File: config.mk
export PLATFORM = sky130hd
export DESIGN_NAME = pid_deadband_clamped_flat
export DESIGN_NICKNAME = d
export VERILOG_FILES = /design/src/rtl/pdc_pkg.sv /design/src/rtl/pdc_stream_if.sv /design/src/rtl/pdc_cfg_regs.sv /design/src/rtl/pdc_core.sv /design/src/rtl/pid_deadband_clamped.sv /design/src/flat_wrapper.sv
export SDC_FILE = /design/constraint.sdc
export NUM_CORES = 1
export LEC_CHECK = 0
export BUFFER_PORTS_ARGS = -buffer_cell sky130_fd_sc_hd__buf_4
export CORE_MARGIN = 4
export CORE_UTILIZATION = 64
export DETAILED_ROUTE_END_ITERATION = 16
export PLACE_DENSITY = 0.82
export SYNTH_ARGS = -nofsm -noshare
export SYNTH_HDL_FRONTEND = slang
export SYNTH_SLANG_ARGS = --single-unit
File: constraint.sdc
create_clock -name clk -period 11.7 [get_ports clk]
set_input_delay 1.17 -clock clk [delete_from_list [all_inputs] [get_ports clk]]
set_output_delay 1.17 -clock clk [all_outputs]
set_load 0.02 [all_outputs]
File: src/rtl/pdc_pkg.sv
// ----------------------------------------------------------------------------
// pdc_pkg
// types and register codes shared by the pid step controller files
// ----------------------------------------------------------------------------
package pdc_pkg;

	localparam int unsigned CFG_INDEX_W = 3;
	localparam int unsigned CFG_DATA_W  = 16;

	typedef enum logic [CFG_INDEX_W-1:0] {
		REG_P_GAIN         = 3'd0,
		REG_I_GAIN         = 3'd1,
		REG_D_GAIN         = 3'd2,
		REG_DEAD_BAND      = 3'd3,
		REG_OUTPUT_LIMIT   = 3'd4,
		REG_INTEGRAL_LIMIT = 3'd5
	} reg_index_t;

	typedef struct packed {
		logic signed [15:0] p_gain;
		logic signed [15:0] i_gain;
		logic signed [15:0] d_gain;
		logic        [14:0] dead_band;
		logic        [14:0] output_limit;
		logic        [14:0] integral_limit;
	} cfg_t;

	typedef struct packed {
		logic signed [15:0] measured_value;
		logic signed [15:0] target_value;
		logic               clear_request;
	} in_item_t;

	typedef struct packed {
		logic signed [15:0] drive_value;
		logic               output_saturated;
	} out_item_t;

endpackage

File: src/rtl/pdc_stream_if.sv
// ----------------------------------------------------------------------------
// pdc_stream_if
// valid/ready channel carrying one payload word per transfer
// ----------------------------------------------------------------------------
interface pdc_stream_if #(
	parameter type payload_t = logic
);
	logic     valid;
	logic     ready;
	payload_t data;

	modport source (output valid, output data, input ready);
	modport sink   (input valid, input data, output ready);
endinterface

File: src/rtl/pdc_cfg_regs.sv
// ----------------------------------------------------------------------------
// pdc_cfg_regs
// gain, dead band and limit registers behind the write port
// ----------------------------------------------------------------------------
module pdc_cfg_regs
	import pdc_pkg::*;
(
	input  logic                   clk,
	input  logic                   arst_n,
	input  logic                   cfg_we,
	input  logic [CFG_INDEX_W-1:0] cfg_index,
	input  logic [CFG_DATA_W-1:0]  cfg_wdata,
	output cfg_t                   cfg
);

	cfg_t cfg_q;

	always_ff @(posedge clk or negedge arst_n) begin
		if (!arst_n) begin
			cfg_q.p_gain         <= '0;
			cfg_q.i_gain         <= '0;
			cfg_q.d_gain         <= '0;
			cfg_q.dead_band      <= '0;
			cfg_q.output_limit   <= 15'h7fff;
			cfg_q.integral_limit <= 15'h7fff;
		end else if (cfg_we) begin
			unique case (cfg_index)
				REG_P_GAIN:         cfg_q.p_gain         <= cfg_wdata;
				REG_I_GAIN:         cfg_q.i_gain         <= cfg_wdata;
				REG_D_GAIN:         cfg_q.d_gain         <= cfg_wdata;
				REG_DEAD_BAND:      cfg_q.dead_band      <= cfg_wdata[14:0];
				REG_OUTPUT_LIMIT:   cfg_q.output_limit   <= cfg_wdata[14:0];
				REG_INTEGRAL_LIMIT: cfg_q.integral_limit <= cfg_wdata[14:0];
				default: ;
			endcase
		end
	end

	assign cfg = cfg_q;

endmodule

File: src/rtl/pdc_core.sv
// ----------------------------------------------------------------------------
// pdc_core
// one pid step: dead band, three gain products, integral clamp, output clamp
// ----------------------------------------------------------------------------
module pdc_core
	import pdc_pkg::*;
#(
	parameter int unsigned FRACTION_BITS = 8
) (
	input  logic      clk,
	input  logic      arst_n,
	input  cfg_t      cfg,
	input  logic      advance,
	input  in_item_t  item,
	output out_item_t res
);

	localparam int unsigned EW = 17;
	localparam int unsigned DW = 18;
	localparam int unsigned PW = 33;
	localparam int unsigned IW = 34;
	localparam int unsigned SW = 36;
	localparam logic signed [SW-1:0] BIAS = SW'((64'd1 << FRACTION_BITS) - 64'd1);

	logic signed [EW-1:0] prev_err_q;
	logic signed [31:0]   integ_q;

	logic signed [EW-1:0] err_raw;
	logic signed [EW-1:0] dband;
	logic signed [EW-1:0] err;
	logic signed [DW-1:0] diff;
	logic signed [PW-1:0] pterm;
	logic signed [PW-1:0] iprod;
	logic signed [IW-1:0] dterm;
	logic signed [IW-1:0] integ_raw;
	logic signed [IW-1:0] ilim;
	logic signed [IW-1:0] integ;
	logic signed [SW-1:0] sum;
	logic signed [SW-1:0] whole;
	logic signed [SW-1:0] olim;
	logic signed [SW-1:0] drive;
	logic                 sat;

	always_comb begin
		err_raw = EW'(item.target_value) - EW'(item.measured_value);
		dband   = EW'(cfg.dead_band);
		if (err_raw < dband && err_raw > -dband)
			err = '0;
		else
			err = err_raw;

		diff  = DW'(err) - DW'(prev_err_q);
		pterm = PW'(cfg.p_gain) * PW'(err);
		iprod = PW'(cfg.i_gain) * PW'(err);
		dterm = IW'(cfg.d_gain) * IW'(diff);

		integ_raw = IW'(integ_q) + IW'(iprod);
		ilim      = IW'(cfg.integral_limit) <<< FRACTION_BITS;
		if (integ_raw > ilim)
			integ = ilim;
		else if (integ_raw < -ilim)
			integ = -ilim;
		else
			integ = integ_raw;

		sum   = SW'(pterm) + SW'(integ) + SW'(dterm);
		whole = (sum + (sum[SW-1] ? BIAS : SW'(0))) >>> FRACTION_BITS;
		olim  = SW'(cfg.output_limit);
		sat   = 1'b0;
		if (whole > olim) begin
			drive = olim;
			sat   = 1'b1;
		end else if (whole < -olim) begin
			drive = -olim;
			sat   = 1'b1;
		end else begin
			drive = whole;
		end

		if (item.clear_request) begin
			res.drive_value      = '0;
			res.output_saturated = 1'b0;
		end else begin
			res.drive_value      = drive[15:0];
			res.output_saturated = sat;
		end
	end

	always_ff @(posedge clk or negedge arst_n) begin
		if (!arst_n) begin
			prev_err_q <= '0;
			integ_q    <= '0;
		end else if (advance) begin
			if (item.clear_request) begin
				prev_err_q <= '0;
				integ_q    <= '0;
			end else begin
				prev_err_q <= err;
				integ_q    <= integ[31:0];
			end
		end
	end

	a_clear_zeroes_state: assert property (@(posedge clk) disable iff (!arst_n)
		advance && item.clear_request |=> prev_err_q == '0 && integ_q == '0)
		else $error("state not cleared after clear request");

	a_sat_at_limit: assert property (@(posedge clk) disable iff (!arst_n)
		res.output_saturated |->
			(SW'(res.drive_value) == olim || SW'(res.drive_value) == -olim))
		else $error("saturated drive not at limit");

endmodule

File: src/rtl/pid_deadband_clamped.sv
// ----------------------------------------------------------------------------
// pid_deadband_clamped
// positional pid step with dead band, integral clamp and output clamp
//
//   channel  dir  handshake            payload
//   item     in   item.valid/ready     measured_value, target_value, clear_request
//   result   out  result.valid/ready   drive_value, output_saturated
//   cfg      in   cfg_we               cfg_index, cfg_wdata
//
// one item per cycle while the result is not stalled; a result passes the input
// register, then the result register; the integral and error history close
// their loop through the combinational compute logic
// arst_n clears the handshake state and the history and resets the configuration
// a stalled result holds the result register; the input register still takes
// an item and stalls only when both registers are full
// ----------------------------------------------------------------------------
module pid_deadband_clamped
	import pdc_pkg::*;
#(
	parameter int unsigned FRACTION_BITS = 8
) (
	input  logic                   clk,
	input  logic                   arst_n,
	input  logic                   cfg_we,
	input  logic [CFG_INDEX_W-1:0] cfg_index,
	input  logic [CFG_DATA_W-1:0]  cfg_wdata,
	pdc_stream_if.sink             item,
	pdc_stream_if.source           result
);

	cfg_t      cfg;
	in_item_t  item_s1;
	logic      valid_s1;
	out_item_t res_c;
	out_item_t res_q;
	logic      res_valid_q;
	logic      advance;
	logic      in_ready;

	pdc_cfg_regs u_cfg (
		.clk       (clk),
		.arst_n    (arst_n),
		.cfg_we    (cfg_we),
		.cfg_index (cfg_index),
		.cfg_wdata (cfg_wdata),
		.cfg       (cfg)
	);

	pdc_core #(
		.FRACTION_BITS (FRACTION_BITS)
	) u_core (
		.clk     (clk),
		.arst_n  (arst_n),
		.cfg     (cfg),
		.advance (advance),
		.item    (item_s1),
		.res     (res_c)
	);

	assign advance  = valid_s1 && (!res_valid_q || result.ready);
	assign in_ready = !valid_s1 || advance;

	always_ff @(posedge clk or negedge arst_n) begin
		if (!arst_n) begin
			valid_s1 <= 1'b0;
		end else if (in_ready) begin
			valid_s1 <= item.valid;
		end
	end

	always_ff @(posedge clk) begin
		if (in_ready && item.valid)
			item_s1 <= item.data;
	end

	always_ff @(posedge clk or negedge arst_n) begin
		if (!arst_n) begin
			res_valid_q <= 1'b0;
		end else if (advance) begin
			res_valid_q <= 1'b1;
		end else if (result.ready) begin
			res_valid_q <= 1'b0;
		end
	end

	always_ff @(posedge clk) begin
		if (advance)
			res_q <= res_c;
	end

	assign item.ready   = in_ready;
	assign result.valid = res_valid_q;
	assign result.data  = res_q;

	a_stall_only_when_full: assert property (@(posedge clk) disable iff (!arst_n)
		!in_ready |-> valid_s1 && res_valid_q && !result.ready)
		else $error("input stalled with room in the pipeline");

	a_result_from_advance: assert property (@(posedge clk) disable iff (!arst_n)
		$rose(res_valid_q) |-> $past(advance))
		else $error("result valid without an advance");

	a_held_result_kept: assert property (@(posedge clk) disable iff (!arst_n)
		res_valid_q && !result.ready && !advance |=> res_valid_q && $stable(res_q))
		else $error("stalled result lost");

endmodule
File: src/flat_wrapper.sv
// flat-port wrapper written by rule: the top's interface ports become plain ports
module pid_deadband_clamped_flat import pdc_pkg::*;
#(
	parameter int unsigned FRACTION_BITS = 8
)
  (clk, arst_n, cfg_we, cfg_index, cfg_wdata, item_valid, item_data, item_ready, result_valid, result_data, result_ready);
  pdc_stream_if item_i ();
  pdc_stream_if result_i ();
  input  logic clk;
  input  logic arst_n;
  input  logic cfg_we;
  input  logic [CFG_INDEX_W-1:0] cfg_index;
  input  logic [CFG_DATA_W-1:0] cfg_wdata;
  input wire logic [$bits(item_i.valid)-1:0] item_valid;
  input wire logic [$bits(item_i.data)-1:0] item_data;
  output wire logic [$bits(item_i.ready)-1:0] item_ready;
  output wire logic [$bits(result_i.valid)-1:0] result_valid;
  output wire logic [$bits(result_i.data)-1:0] result_data;
  input wire logic [$bits(result_i.ready)-1:0] result_ready;
  assign item_i.valid = item_valid;
  assign item_i.data = item_data;
  assign item_ready = item_i.ready;
  assign result_valid = result_i.valid;
  assign result_data = result_i.data;
  assign result_i.ready = result_ready;
  pid_deadband_clamped #(.FRACTION_BITS(FRACTION_BITS)) u_core (.clk(clk), .arst_n(arst_n), .cfg_we(cfg_we), .cfg_index(cfg_index), .cfg_wdata(cfg_wdata), .item(item_i), .result(result_i));
endmodule
After elaboration in Yosys (flattened, before gate mapping)

Index checks and enable logic that the tools add are counted.

Register bits after elaboration: 66
Bits of input ports: 25
Output and inout port bits: 3
Logic and storage cells: 33

Add/subtract/negate cells: 3
$lt $le $gt $ge: 4
Equal/unequal tests: 2
Multiplexer cells: 8
Reduce and logical (&&, ||, !) cells: 9

Operators by type and width:

| kind                 | count |
|---|---|
| $mux W34             | 2 |
| $lt A27 B36 Y1       | 1 |
| $neg A15 Y36         | 1 |
| $add A34 B9 Y35      | 1 |
| $lt A32 B34 Y1       | 1 |
| $neg A23 Y34         | 1 |
| $gt A32 B24 Y1       | 1 |
| $mux W32             | 1 |
| $gt A27 B16 Y1       | 1 |
| $mux W8              | 1 |
| $eq A3 B3 Y1 const B | 2 |
| $mux W1              | 4 |
| $reduce_and A2 Y1    | 2 |
| $logic_and A1 B1 Y1  | 2 |
| $logic_not A1 Y1     | 2 |
| $logic_or A1 B1 Y1   | 2 |
| $reduce_bool A2 Y1   | 1 |

Depth between registers and ports, before layout

Gate-level depths: netlist of the first run.

Word-level depth: 9
Depth in mapped cells: 40
Mapped depth without buffers: 38

Cells and area by module

Synthesis of the first run repeated with hierarchy kept, for this count alone.

Cells, all modules: 5313
Area, all modules: 48202.5 um^2

Modules (own cells, without submodules):

| module               | times used | cells each | area an instance (um^2) | sequential area each (um^2) |
|---|---|---|---|---|
| pdc_core             | 1          | 5100       | 44440.1                 | 1226.2 |
| pdc_cfg_regs         | 1          | 202        | 3594.7                  | 2364.8 |
| pid_deadband_clamped | 1          | 11         | 167.7                   | 110.1 |

Worst setup path after synthesis of the first run

No wires, ideal clock.

Path kind: reg-to-reg
From: register u_core.u_cfg.cfg_q (netlist bit u_core.u_cfg.cfg[0])
To: register u_core.res_q (netlist bit u_core.result.data) (data pin)
Library setup time: 0.264 ns
Arrival: 8.090 ns
Data required time: 11.436 ns
Setup slack: 3.346 ns
Cell stages (with the launch flop): 35
Path buffers: 4
Period minus slack after synthesis: 8.354 ns
Cell sequence: dfstp_2 > inv_1 > ha_1 > nor3b_1 > and3_1 > clkbuf_1 > nor3b_1 > ha_1 > nand4_1 > nor4_1 > o211ai_1 > and2_1 > a21oi_1 > clkbuf_1 > clkbuf_1 > clkbuf_1 > and3_1 > ha_1 > nand4_1 > nor2_1 > o2111a_1 > o211ai_1 > a221o_1 > or4_4 > nor3_2 > nand2_1 > or3b_1 > xor2_1 > ha_1 > nand4_1 > nor2_1 > nand3_1 > or4b_1 > a211oi_1 > o32ai_1

Longest elaborated chain between the ends: 9
Elaborated cells between the ends (all ways): 11
Classes of those cells: 2 x add/sub; 4 x order compare; 5 x mux

RTL lines:

| element              | RTL line                       | RTL |
|---|---|---|
| start, declared      | pdc_cfg_regs.sv:16             | `cfg_t cfg_q;` |
| $neg A23 Y34         | pdc_core.sv:61, pdc_core.sv:62 |  |
| $lt A32 B34 Y1       | pdc_core.sv:61                 | `else if (integ_raw < -ilim)` |
| $mux W34             | pdc_core.sv:61                 |  |
| $mux W34 (*)         | pdc_core.sv:59                 | `if (integ_raw > ilim)` |
| $mux W8              | pdc_core.sv:67                 | `whole = (sum + (sum[SW-1] ? BIAS : SW'(0))) >>> FRACTION_BITS;` |
| $add A34 B9 Y35 (*)  | pdc_core.sv:67                 |  |
| $lt A27 B36 Y1       | pdc_core.sv:73                 | `end else if (whole < -olim) begin` |
| $mux W1              | pdc_core.sv:73                 |  |
| $mux W1 (*)          | pdc_core.sv:70                 | `if (whole > olim) begin` |
| end signal, assigned | pid_deadband_clamped.sv:88     | `res_q <= res_c;` |
| end, declared        | pid_deadband_clamped.sv:35     | `out_item_t res_q;` |

Mark *: on every way between the ends. The rest lies on a longest branch, timed or not.
A chain may end at the register's enable or synchronous reset.

Final worst setup path of the first run

From: register u_core.u_cfg.cfg_q (netlist bit u_core.u_cfg.cfg[1])
To: register u_core.res_q (netlist bit u_core.result.data) (data pin)

The elaborated chain is that of the path after synthesis.

==> flow_metrics.env, run 1 <==
export IMPL_status="finished, final reports clean"
export IMPL_rsz0062_at_grt="false"
export IMPL_slowest_stage="nor2_1"
export IMPL_hold_class="reg -> reg"
export IMPL_hpwlAfterDp_um=13320
export IMPL_slew_headroom_pct=21.42
export IMPL_timing_rr_start="u_core.u_cfg.cfg[1]$_DFFE_PN1P_"
export IMPL_grt_max_degree=65
export IMPL_drt_wl_total_um=17630
export IMPL_htree_num_levels=3
export IMPL_drt_pass1_iterations=7
export IMPL_initialDrtViolationCount=483
export IMPL_cts_buffer_depth=2
export IMPL_antenna_left=0
export IMPL_route_detailed_drc=0
export IMPL_grt_pass1_wl_um=29300
export IMPL_synth_warnings=0
export IMPL_post_cts_resized=0
export IMPL_crit_arrival_ns=10.00
export IMPL_boundaryPins=28
export IMPL_criticalPathCategory="reg -> reg"
export IMPL_worst_pin_slew_ns=1.179
export IMPL_diodes=0
export IMPL_r2r_end="u_core.result.data$_SDFFCE_PP0P_"
export IMPL_vias_per_cell=6.494
export IMPL_rows=37
export IMPL_clock_skew_ns=0.01285
export IMPL_period_share_pct=84.10
export IMPL_peakVddDrop_uv=160.2
export IMPL_cp_max_fo=12
export IMPL_hold_ws_ns=0.5101
export IMPL_core_um2=10280
export IMPL_antenna_found_initial=0
export IMPL_critPathMaxStageDelay_ns=0.82
export IMPL_crit_required_ns=11.86
export IMPL_clkTransAtPathRegs_ns=0.08
export IMPL_final_cell_mix="ha_1, nand2_1, o21ai_0, inv_1, nor2_1"
export IMPL_routedWlPerCell_um=18.55
export IMPL_synth_seq_area_share_pct=25.37
export IMPL_fin_tns_setup_ns=0
export IMPL_clk_latency_ns=0.37
export IMPL_max_freq_ghz=0.1016
export IMPL_startpoint="u_core.u_cfg.cfg[1]$_DFFE_PN1P_"
export IMPL_synth_nets=913
export IMPL_cts_buffers=9
export IMPL_grt_pass1_vias=6010
export IMPL_syn_to_final_growth_pct=7.511
export IMPL_final_common_cell="ha_1"
export IMPL_rrSetupSlack_ns=1.86
export IMPL_setup_violations=0
export IMPL_slew_viol_final=0
export IMPL_synth_area_um2=6696
export IMPL_clockRootBuffer="clkbuf_8"
export IMPL_ys_types=80
export IMPL_period_minus_slack_ns=9.840
export IMPL_r2r_cells=34
export IMPL_synth_edf_count=2
export IMPL_synth_ff_type="dfrtp_1"
export IMPL_die_area_um2=12160
export IMPL_hold_viol_final=0
export IMPL_die_w_um=110.3
export IMPL_gp_congestion=0.8910
export IMPL_start_util_pct=65.16
export IMPL_gr_total_overflow=0
export IMPL_crit_path_end="u_core.result.data$_SDFFCE_PP0P_"
export IMPL_ys_seq_elements=66
export IMPL_gr_usage_all_layers_pct=30.73
export IMPL_startpoint_type="flop"
export IMPL_vias=6169
export IMPL_hold_buffers=0
export IMPL_final_nets=923
export IMPL_drv_cap=0
export IMPL_clock_sinks=66
export IMPL_drive_gt1_share_pct=14.50
export IMPL_worst_setup_path_end_kind="flop"
export IMPL_power_density_nw_per_um2=263.8
export IMPL_postCtsSetupBuffers=0
export IMPL_io_buffer_count=26
export IMPL_leakage_uw=0.003214
export IMPL_synth_area_per_cell_um2=8.381
export IMPL_cts_tree="yes"
export IMPL_synthCells=799
export IMPL_async_reset_ff_share_pct=96.97
export IMPL_die_height_um=110.3
## worst min-delay path by stage
stage / endpoint / cells past startpoint / start
after floorplan: u_core.result.valid$_DFFE_PN0P_ / 1 / u_core.valid_s1$_DFFE_PN0N_
after global placement: u_core.result.valid$_DFFE_PN0P_ / 1 / u_core.valid_s1$_DFFE_PN0N_
after detailed placement: u_core.u_core.integ_q[4]$_DFFE_PN0P_ / 1 / u_core.u_core.integ_q[4]$_DFFE_PN0P_
after CTS: u_core.u_core.integ_q[4]$_DFFE_PN0P_ / 1 / u_core.u_core.integ_q[4]$_DFFE_PN0P_
after global routing: u_core.u_core.integ_q[3]$_DFFE_PN0P_ / 1 / u_core.u_core.integ_q[3]$_DFFE_PN0P_
final: u_core.u_core.integ_q[3]$_DFFE_PN0P_ / 1 / u_core.u_core.integ_q[3]$_DFFE_PN0P_
## Yosys cell counts (all sizes together) (6+ instances only)
cell	n	share of area, %
ha	89	17
nand2	79	4.4
o21ai	61	4.7
inv	50	2.8
nor2	49	2.7
a21oi	48	3.6
dfrtp	34	13
dfstp	30	12
xnor2	30	4.2
nor3	27	2.3
clkbuf	24	1.3
nand3	23	1.7
mux2	22	3.7
nand4	20	2.0
and2	17	1.6
nand2b	13	1.2
o21a	12	1.3
nor2b	11	1.0
xor2	11	1.4
nor4	10	1.0
or4	10	1.3
and3	9	0.84
mux2i	8	1.2
o211ai	7	0.78
a31oi	6	0.56
buf	6	0.52
o22ai	6	0.56
## critical path: cells and delay by family (launching register included)
family | cells | cell delay [ns]
AOI/OAI and AO/OA | 10 | 1.98
buffers and inverters | 1 | 0.14
adders and majority gates | 4 | 0.96
and+or+nand+nor | 19 | 6.13
DFF | 1 | 0.41
## final cells by class
cell class | count | area, um^2
Multi-Input combinational cell | 651 | 4696
Fill cell | 832 | 3078
Sequential cell | 66 | 1699
Timing Repair Buffer | 29 | 217.7
Inverter | 52 | 195.2
Tap cell | 136 | 170.2
Clock buffer | 10 | 148.9
Clock inverter | 6 | 72.57
## metal layers
layer	vias to the layer above	part of all wire, %	global-route usage, %
met5	-	0	0
met4	0	2.6	12.75
met3	42	6.2	4.252
met2	203	47	50.91
met1	2981	44	40.40
li1	2943	-	-
## kinds of logic (layout without fill, tap and decap cells)
family / after synthesis / in the layout / synth area share [%]
AND/OR/NAND/NOR: 301 / 301 / 24.20
XOR/XNOR: 42 / 42 / 5.998
buffers and inverters: 82 / 97 / 4.783
adder cells (fa/ha/maj): 92 / 92 / 17.08
multiplexers: 30 / 30 / 4.895
flip-flops: 66 / 66 / 25.37
AO/OA/AOI/OAI: 186 / 186 / 17.68
## per-stage QoR
stage / cells / utilization [%] / power (uW) / cell area, um^2 / setup slack [ns]
final: 950 / 70.05 / 1899 / 7199 / 1.860
after global routing: 950 / 70.05 / 2070 / 7199 / 1.038
after CTS: 950 / 70.05 / 1870 / 7199 / 1.928
after detailed placement: 934 / 67.90 / 1625 / 6978 / 1.965
after global placement: 934 / 67.90 / 1571 / 6978 / 2.227
after floorplan: 799 / - / 1335 / 6696 / 3.346
## power by group
group / internal (uW) / switching, uW / total [uW]
logic: 509 / 792 / 1300
clock network: 113 / 105 / 218
registers: 299 / 81.3 / 380
total: 921 / 978 / 1900
## flip-flops by register name, indices dropped and copies added (netlist names)
signal,cells
u_core.result.valid,1
u_core.u_core.integ_q,32
u_core.item_s1,1
u_core.result.data,1
u_core.valid_s1,1
u_core.u_cfg.cfg,30
No activity file was read; power rests on OpenSTA's default activity.
==> run 2: changes to the inputs <==
- clock period: 11.7 -> 9.5 ns (I/O delays scaled with it)
==> run 2 against run 1 <==
Routed wire length up 1.8%. Largest cell class unchanged. Maximum frequency rose by 10%. Die area stayed put. Critical path depth increased by 4. Final area is 0.52% higher. First-iteration DRC count grew 27%. Clock skew increased by 0.0050 ns. Combinational power rose by 25%. Cell count increased by 0.63%.
==> flow_metrics.env, run 2 (synthesis results as in run 1) <==
export IMPL_startpoint="u_core.u_cfg.cfg[1]$_DFFE_PN1P_"
export IMPL_clkTransAtPathRegs_ns=0.08
export IMPL_final_cells=956
export IMPL_cts_buffers=9
export IMPL_cts_buffer_depth=2
export IMPL_drt_wl_total_um=17950
export IMPL_period_minus_slack_ns=8.932
export IMPL_startpoint_type="flop"
export IMPL_hold_class="reg -> reg"
export IMPL_max_freq_ghz=0.1120
export IMPL_slew_viol_final=0
export IMPL_clk_latency_ns=0.37
export IMPL_clockRootBuffer="clkbuf_8"
export IMPL_largest_reg_flops=32
export IMPL_status="finished, final reports clean"
export IMPL_drive_gt1_share_pct=15.37
export IMPL_worst_pin_slew_ns=0.8889
export IMPL_worst_setup_path_end_kind="flop"
export IMPL_gr_usage_all_layers_pct=31.38
export IMPL_die_area_um2=12160
export IMPL_antenna_left=0
export IMPL_place_area_um2=7023
export IMPL_num_fill_cells=812
export IMPL_gp_congestion=0.9252
export IMPL_grt_pass1_wl_um=29790
export IMPL_slowest_stage="or4_4"
export IMPL_clock_sinks=66
export IMPL_boundaryPins=28
export IMPL_p_sw_uw=1219
export IMPL_p_seq_share_pct=19.9
export IMPL_seq_area_um2=1699
export IMPL_period_share_pct=94.02
export IMPL_vias_per_cell=6.549
export IMPL_vias=6261
export IMPL_pwr_share_comb_pct=69.4
export IMPL_hold_viol_final=0
export IMPL_largest_register="u_core.u_core.integ_q"
export IMPL_final_cell_mix="ha_1, nand2_1, o21ai_0, inv_1, nor2_1"
export IMPL_drt_pass1_iterations=5
export IMPL_criticalPathCategory="reg -> reg"
export IMPL_clock_skew_ns=0.01784
export IMPL_postCtsSetupBuffers=0
export IMPL_drv_cap=0
export IMPL_peakVddDrop_uv=225.0
export IMPL_multiInputGateArea_um2=4703
export IMPL_cts_tree="yes"
export IMPL_timing_rr_start="u_core.u_cfg.cfg[1]$_DFFE_PN1P_"
export IMPL_syn_to_final_growth_pct=8.072
export IMPL_grt_max_degree=65
export IMPL_cp_max_fo=8
export IMPL_rows=37
export IMPL_htree_num_levels=3
export IMPL_antenna_found_initial=0
export IMPL_leakage_uw=0.003243
export IMPL_utilization_pct=70.42
export IMPL_die_height_um=110.3
export IMPL_final_nets=929
export IMPL_initialDrtViolationCount=612
export IMPL_rsz0062_at_grt="false"
export IMPL_finalPower_uw=2342
export IMPL_gr_total_overflow=0
export IMPL_critPathMaxStageDelay_ns=0.63
export IMPL_internal_power_uw=1123
export IMPL_routedWlPerCell_um=18.77
export IMPL_cp_common_cell="ha_1"
export IMPL_crit_arrival_ns=9.07
export IMPL_worstHoldStart="u_core.valid_s1$_DFFE_PN0N_"
export IMPL_diodes=0
export IMPL_core_um2=10280
export IMPL_grt_pass1_vias=6115
export IMPL_crit_required_ns=9.64
export IMPL_power_density_nw_per_um2=323.6
export IMPL_die_w_um=110.3
export IMPL_route_detailed_drc=0
export IMPL_io_buffer_count=26
export IMPL_design_area_um2=7237
export IMPL_start_util_pct=65.16
export IMPL_placed_cells=940
export IMPL_setup_violations=0
export IMPL_final_common_cell="ha_1"
export IMPL_clockPowerShare_pct=10.6
export IMPL_hpwlAfterDp_um=13680
export IMPL_swShare_pct=52.05
export IMPL_fin_tns_setup_ns=0
export IMPL_slew_headroom_pct=40.43
## run 2: cell types whose count changed in the layout (fill, tap and decap cells not counted), sizes merged
cell and delta:
clkbuf +1, buf +6, bufinv -1, inv +1, clkinvlp -1
## run 2: power groups by stage
stage               Clock [uW]  Combinational [uW]  Sequential, uW
floorplan                    0                1220             423
global placement             0                1480             463
detailed placement           0                1570             466
CTS                        250                1590             462
global route               266                1800             477
finish                     249                1630             467
## run 2: worst paths after layout
path | end | slack, ns | cells after the start
worst min-delay path | u_core.result.valid$_DFFE_PN0P_ | 0.50 | 1
worst max register to register | u_core.result.data$_SDFFCE_PP0P_ | 0.57 | 38
worst min register to register | u_core.result.valid$_DFFE_PN0P_ | 0.50 | 1
min in group asynchronous | u_core.u_core.integ_q[4]$_DFFE_PN0P_ | 0.65 | 1
worst max-delay path | u_core.result.data$_SDFFCE_PP0P_ | 0.57 | 38
max in group asynchronous | u_core.u_core.integ_q[24]$_DFFE_PN0P_ | 8.28 | 1
## run 2: layer usage
metal  global-route usage, %  part of all wire [%]
met4                   13.81                   3.9
met5                       0                     0
met2                   50.95                    47
met3                   4.718                   7.7
met1                   41.55                    42
## run 2: layout make-up
class / instances / share of cell area (%)
clock buffer: 11 / 2.248
clock inverter: 5 / 0.6051
inverter: 52 / 2.697
multi-input combinational: 651 / 64.99
sequential: 66 / 23.48
tap: 136 / 2.351
timing repair buffer: 35 / 3.631
## run 2: per-stage QoR
step | setup WS (ns) | hold slack, ns
floorplan | 1.146 | 0.4572
global placement | 0.9339 | 0.4693
detailed placement | 0.4945 | 0.4772
CTS | 0.4486 | 0.4966
global route | 0.04719 | 0.5399
finish | 0.5680 | 0.4976
## run 2: worst max-delay path: cells and delay by family, from the launching register on
family                     cells  cell delay, ns
AOI/OAI and AO/OA             14            2.96
xor gates and xnor gates       1            0.18
adders and majority gates      4            1.09
buffers and inverters          2            0.33
DFF                            1            0.40
and+or+nand+nor               17            3.71
## run 2: timing repair
action / in CTS / in global routing
hold buffers: 0 / 0
setup endpoints to repair: 0 / 1
resized for setup: 0 / 2
